<file path="src/rtl/afcc_pkg.sv">
// Shared types, constants and functions of the frame CRC-16 trailer checker.
package afcc_pkg;

  localparam logic [15:0] CRC_POLY       = 16'h1021;
  localparam logic [15:0] CRC_INIT_RESET = 16'hFFFF;
  localparam logic [7:0]  STAR_CHAR      = 8'h2A;
  localparam logic [2:0]  TRAILER_LEN    = 3'd4;
  localparam logic [4:0]  NOT_HEX        = 5'd16;

  localparam logic [7:0] ASCII_0  = 8'h30;
  localparam logic [7:0] ASCII_9  = 8'h39;
  localparam logic [7:0] ASCII_UA = 8'h41;
  localparam logic [7:0] ASCII_UF = 8'h46;
  localparam logic [7:0] ASCII_LA = 8'h61;
  localparam logic [7:0] ASCII_LF = 8'h66;
  localparam logic [7:0] HEX_TEN  = 8'd10;

  typedef enum logic [2:0] {
    ST_OK       = 3'd0,
    ST_EMPTY    = 3'd1,
    ST_MISSING  = 3'd2,
    ST_NOT_HEX  = 3'd3,
    ST_MISMATCH = 3'd4
  } afcc_status_t;

  typedef struct packed {
    logic [15:0] running_crc;
    logic [15:0] crc_at_star;
    logic        star_seen;
    logic [2:0]  trailer_count;
    logic [15:0] trailer_value;
    logic        trailer_all_hex;
    logic        any_byte_seen;
  } afcc_state_t;

  typedef struct packed {
    afcc_status_t status;
    logic [15:0]  computed_crc;
    logic [15:0]  received_crc;
  } afcc_result_t;

  function automatic logic [15:0] crc16_byte(input logic [15:0] c, input logic [7:0] b);
    logic [15:0] v;
    v = c ^ {b, 8'h00};
    for (int k = 0; k < 8; k++) begin
      if (v[15]) begin
        v = {v[14:0], 1'b0} ^ CRC_POLY;
      end else begin
        v = {v[14:0], 1'b0};
      end
    end
    return v;
  endfunction

  // Returns the digit value, or NOT_HEX for any other character.
  function automatic logic [4:0] hex_nibble(input logic [7:0] ch);
    logic [7:0] d;
    d = 8'h00;
    priority if (ch >= ASCII_0 && ch <= ASCII_9) begin
      d = ch - ASCII_0;
    end else if (ch >= ASCII_UA && ch <= ASCII_UF) begin
      d = ch - ASCII_UA + HEX_TEN;
    end else if (ch >= ASCII_LA && ch <= ASCII_LF) begin
      d = ch - ASCII_LA + HEX_TEN;
    end else begin
      return NOT_HEX;
    end
    return {1'b0, d[3:0]};
  endfunction

endpackage

</file>
<file path="src/rtl/afcc_step.sv">
// Per-word update of the frame state and the verdict for a frame-end word.
module afcc_step (
  input  afcc_pkg::afcc_state_t  cur,
  input  logic [7:0]             data_byte,
  input  logic                   has_byte,
  output afcc_pkg::afcc_state_t  nxt,
  output afcc_pkg::afcc_result_t result
);
  import afcc_pkg::*;

  logic [4:0] nib;
  logic       full;

  assign nib = hex_nibble(data_byte);

  always_comb begin
    nxt = cur;
    if (has_byte) begin
      nxt.any_byte_seen = 1'b1;
      if (data_byte == STAR_CHAR) begin
        nxt.crc_at_star     = cur.running_crc;
        nxt.star_seen       = 1'b1;
        nxt.trailer_count   = 3'd0;
        nxt.trailer_value   = 16'h0000;
        nxt.trailer_all_hex = 1'b1;
      end else if (cur.star_seen && cur.trailer_count < TRAILER_LEN) begin
        if (nib[4]) begin
          nxt.trailer_all_hex = 1'b0;
          nxt.trailer_value   = {cur.trailer_value[11:0], 4'h0};
        end else begin
          nxt.trailer_value   = {cur.trailer_value[11:0], nib[3:0]};
        end
        nxt.trailer_count = cur.trailer_count + 3'd1;
      end
      nxt.running_crc = crc16_byte(cur.running_crc, data_byte);
    end
  end

  assign full = nxt.star_seen && (nxt.trailer_count >= TRAILER_LEN);

  always_comb begin
    result.computed_crc = nxt.star_seen ? nxt.crc_at_star : 16'h0000;
    result.received_crc = (full && nxt.trailer_all_hex) ? nxt.trailer_value : 16'h0000;
    priority if (!nxt.any_byte_seen) begin
      result.status       = ST_EMPTY;
      result.computed_crc = 16'h0000;
      result.received_crc = 16'h0000;
    end else if (!full) begin
      result.status = ST_MISSING;
    end else if (!nxt.trailer_all_hex) begin
      result.status = ST_NOT_HEX;
    end else if (nxt.crc_at_star != nxt.trailer_value) begin
      result.status = ST_MISMATCH;
    end else begin
      result.status = ST_OK;
    end
  end

endmodule

</file>
<file path="src/rtl/ascii_frame_crc16_trailer_check_unit.sv">
// The registered verdict is on the master side in the cycle after its tlast word is accepted.
// One word per cycle while s_tready is high; CRC step and verdict both settle in that cycle.
// A verdict not yet taken holds back only the next tlast word; other words keep flowing.
// Reset (synchronous, rst high) clears the frame state and the output valid, sets crc_init
// to 0xFFFF; after each verdict the frame state restarts from the current crc_init.
module ascii_frame_crc16_trailer_check_unit (
  input  logic        clk,
  input  logic        rst,
  input  logic        crc_init_we,
  input  logic [15:0] crc_init_data,
  input  logic        s_tvalid,
  output logic        s_tready,
  input  logic [7:0]  s_tdata,   // data_byte
  input  logic        s_tuser,   // has_byte
  input  logic        s_tlast,   // frame_end
  output logic        m_tvalid,
  input  logic        m_tready,
  output logic [39:0] m_tdata    // status[2:0], computed_crc[18:3], received_crc[34:19], zeros
);
  import afcc_pkg::*;

  logic         [15:0] crc_init;
  afcc_state_t         frame;
  afcc_state_t         frame_next;
  afcc_result_t        verdict;
  logic                accept;

  afcc_step u_step (
    .cur       (frame),
    .data_byte (s_tdata),
    .has_byte  (s_tuser),
    .nxt       (frame_next),
    .result    (verdict)
  );

  // Only a frame-end word needs the output slot.
  assign s_tready = !m_tvalid || m_tready || !s_tlast;
  assign accept   = s_tvalid && s_tready;

  always_ff @(posedge clk) begin
    if (rst) begin
      crc_init              <= CRC_INIT_RESET;
      frame.running_crc     <= CRC_INIT_RESET;
      frame.crc_at_star     <= 16'h0000;
      frame.star_seen       <= 1'b0;
      frame.trailer_count   <= 3'd0;
      frame.trailer_value   <= 16'h0000;
      frame.trailer_all_hex <= 1'b1;
      frame.any_byte_seen   <= 1'b0;
      m_tvalid              <= 1'b0;
    end else begin
      if (crc_init_we) begin
        crc_init <= crc_init_data;
      end
      if (accept) begin
        if (s_tlast) begin
          frame.running_crc     <= crc_init;
          frame.crc_at_star     <= 16'h0000;
          frame.star_seen       <= 1'b0;
          frame.trailer_count   <= 3'd0;
          frame.trailer_value   <= 16'h0000;
          frame.trailer_all_hex <= 1'b1;
          frame.any_byte_seen   <= 1'b0;
        end else begin
          frame <= frame_next;
        end
      end
      if (accept && s_tlast) begin
        m_tvalid <= 1'b1;
      end else if (m_tready) begin
        m_tvalid <= 1'b0;
      end
    end
  end

  always_ff @(posedge clk) begin
    if (accept && s_tlast) begin
      m_tdata <= {5'b00000, verdict.received_crc, verdict.computed_crc, verdict.status};
    end
  end

endmodule

</file>
<file path="config.mk">
export PLATFORM = sky130hd
export DESIGN_NAME = ascii_frame_crc16_trailer_check_unit
export DESIGN_NICKNAME = d
export VERILOG_FILES = /design/src/rtl/afcc_pkg.sv /design/src/rtl/afcc_step.sv /design/src/rtl/ascii_frame_crc16_trailer_check_unit.sv
export SDC_FILE = /design/constraint.sdc
export NUM_CORES = 1
export LEC_CHECK = 0
export ABC_AREA = 1
export ABC_CLOCK_PERIOD_IN_PS = 1800
export BUFFER_PORTS_ARGS = -buffer_cell sky130_fd_sc_hd__buf_2
export CORE_MARGIN = 4
export CORE_UTILIZATION = 54
export CTS_BUF_LIST = sky130_fd_sc_hd__clkbuf_4 sky130_fd_sc_hd__clkbuf_8
export CTS_CLUSTER_SIZE = 16
export DETAILED_ROUTE_END_ITERATION = 7
export PLACE_DENSITY_LB_ADDON = 0.1
export SLEW_MARGIN = 25
export SYNTH_ARGS = -nofsm -noshare
export SYNTH_HDL_FRONTEND = slang
export SYNTH_SLANG_ARGS = --single-unit
export TNS_END_PERCENT = 50
</file>
<file path="constraint.sdc">
create_clock -name clk -period 1.8 [get_ports clk]
set_input_delay 0 -clock clk [delete_from_list [all_inputs] [get_ports clk]]
set_output_delay 0 -clock clk [all_outputs]
set_load 0.02 [all_outputs]
</file>
==> impl_results.md <==
- Status: finished with violations
- Failing checks: setup timing
- Via count: 5,127
- First-pass GRT wire length: 23.2 mm
- Finish-stage setup viols: 1
- Post-synth design cell area: 5370 um^2
- Fraction of registers with async set or reset after synthesis: 0
- Initial antenna violation count: 0
- Clock root buffer: clkbuf_8
- Clk sinks: 106
- Post-DP HPWL: 10.3 mm
- Vias in the first global route: 4,756
- Total Routing Usage GR: 0.257
- WP data arrival: 2030 ps
- Final Hold Viols: 0
- Critical path type: reg -> reg
- Uppermost layer routed: met4
- Reg clk slew, reported paths: 100 ps
- Hold WS: 40.6 ps
- Synth Warn #: 0
- Initial Util: 0.551
- Library cells used by synthesis: 37
- Filler Cells Inserted: 820
- Largest fanout on the critical path: 3
- Antenna cells: 0
- Core area: 9730 um^2
- Wl on met1: 6.51 mm
- Share of the synthesized area in the top cell type: 0.265
- Worst-margin pin slew: 612 ps
- Placer Congestion: 0.921
- Fin nets: 910
- Die height: 108 um
- Clock skew: 14.3 ps
- Register bit total from synthesis: 106
- Final worst slack: -85.3 ps
- Hold crit path type: in -> reg
- Routed Antenna Nets: 0
- Total wire length: 14.4 mm
- Io pins: 73
- EDFF count, synth: 35
- Max_cap viols: 0
- Via density: 5.07
- Layout cells sized above 1: 0.234
- Most common cell in the netlist: nand2_1
- Final non-filler cell total: 1,012
- Flop2flop setup slack: -90 ps
- Cell taking the most area after synthesis: dfxtp_1
- Final worst-path cycle share: 1.05
- Worst Path Required: 1950 ps
- Initial DRT Pass Iterations: 6
- Post-synth top cells: nand2_1, inv_1, dfxtp_1
- Achievable clock frequency: 0.530 GHz
- GRT overflow: 0
- CP Launch Type: flip-flop
- Slew Viols, Final: 0
- Power Dens Cells: 684 nW/um^2
- Area contributors post-synth: dfxtp_1, edfxtp_1, nand2_1
- Minimum clock period: 1890 ps
- Htree depth: 3
- VDD IR max: 0.538 mV
- Met2 wire len: 6.73 mm
- Max-slew headroom: 0.592
- Area of the multi-input gates: 2420 um^2
- Post-Syn Area per Cell: 7.34 um^2
- Area growth syn-to-layout: 26.2%
- CP Capture Type: flip-flop
- Die area: 11,600 um^2
- Sequential share of the synthesized area: 0.461
- TritonCTS clock tree: yes
- DR iter-0 viols: 308
- Post-synth top flop: dfxtp_1
- Register Area: 2480 um^2
- Cts bufs inserted: 9
- RSZ-0062 raised after global routing: true
- Pin count of the biggest net entering global routing: 55
- DRC viols: 0
- Die W: 108 um
- Leakage: 3.06 nW
- Clk buf depth: 2
- WL met3: 850 um
- I/O Buffers: 67
- Placed insts: 971
- Clock latency on the worst-skew pair: 380 ps
- FP Rows: 36
- Synth Instances: 731
- WL/cell: 14.2 um
-- per-stage QoR --
stage	cell area, um^2	worst slack, ps	power [W]	setup TNS [ps]	util
after floorplan	5390	25.7	0.00308	0	-
after global placement	6270	-142	0.00328	-1200	0.645
after detailed placement	6270	-227	0.00329	-1690	0.645
after CTS	6660	-10.0	0.00465	-10.0	0.685
after global routing	6770	-195	0.00485	-196	0.696
final	6770	-85.3	0.00463	-85.3	0.696
-- power breakdown --
part | internal, W | total, W | switching (W)
Combinational | 0.000252 | 0.000678 | 0.000426
Sequential | 0.00255 | 0.00259 | 0.0000413
Clock | 0.000564 | 0.00136 | 0.000794
Total | 0.00337 | 0.00463 | 0.00126
-- cell families (layout without fill, tap and decap cells) --
| kind of cell | count (synthesis) | after routing | share of synthesized area |
|---|---|---|---|
| compound gates | 125 | 125 | 0.123 |
| xor+xnor | 21 | 21 | 0.0343 |
| fa+ha+maj | 5 | 5 | 0.0117 |
| buf+inv | 127 | 271 | 0.100 |
| flops | 106 | 106 | 0.461 |
| other cells | 1 | 5 | 0.000699 |
| simple gates | 346 | 346 | 0.269 |
-- final timing paths --
path | cells after the start | start | endpoint
setup reg to reg | 14 | frame[21] | m_tdata[2]
hold reg to reg | 2 | frame[0] | frame[0]
hold / removal | 3 | rst | crc_init[9]
setup / recovery | 14 | frame[21] | m_tdata[2]
-- placed cells by master, fill, tap and decap left out, drive strengths merged --
master         n
a211oi         3
a21oi         63
buf          144
clkbuf        15
clkinv         3
clkinvlp       1
conb           5
dfxtp         71
dlygate4sd3   17
edfxtp        35
ha             5
inv           91
nand2        213
nand3         55
nand4          4
nor2          69
o211ai         1
o21a           1
o21ai         49
o22ai          5
o31ai          1
o32ai          2
or2            5
xnor2         13
xor2           8
-- cell type report --
| class | count | share of cell area |
|---|---|---|
| flip-flops and latches | 106 | 0.366 |
| multi-input cells | 502 | 0.358 |
| repair buffers | 163 | 0.174 |
| inverters | 92 | 0.0523 |
| well taps | 133 | 0.0246 |
| clock buffers | 13 | 0.0227 |
| clock inverters | 3 | 0.00240 |
-- worst max-delay path: stages, from the launching register on --
cell and delay [ps]:
dfxtp_2 360, nand2_2 80, nor2_4 50, buf_4 130
or2_2 260, o21ai_1 100, nor2_2 80, inv_1 70
nand2_1 50, nand2_1 60, nand2_1 50, nor2_1 90
nand2_1 90, nor2_1 110, a21oi_1 70
-- state kept, by name (all words and copies together) (netlist names) --
| signal | count |
|---|---|
| frame | 54 |
| m_tdata | 35 |
| crc_init | 16 |
| m_tvalid | 1 |
-- routing by layer --
layer / global-route usage / vias to the layer above
met5: 0 / -
met3: 0.0348 / 18
met4: 0.0992 / 0
met2: 0.421 / 170
li1: - / 2610
met1: 0.344 / 2329
-- what timing repair did --
action	in CTS	in global routing
endpoints found under the hold margin	17	0
pin swaps	5	7
hold buffers	17	0
setup buffers	4	2
gates cloned	0	2
resized for setup	10	17
endpoints found under the setup margin	1	16
No activity file was read; power rests on OpenSTA's default activity.
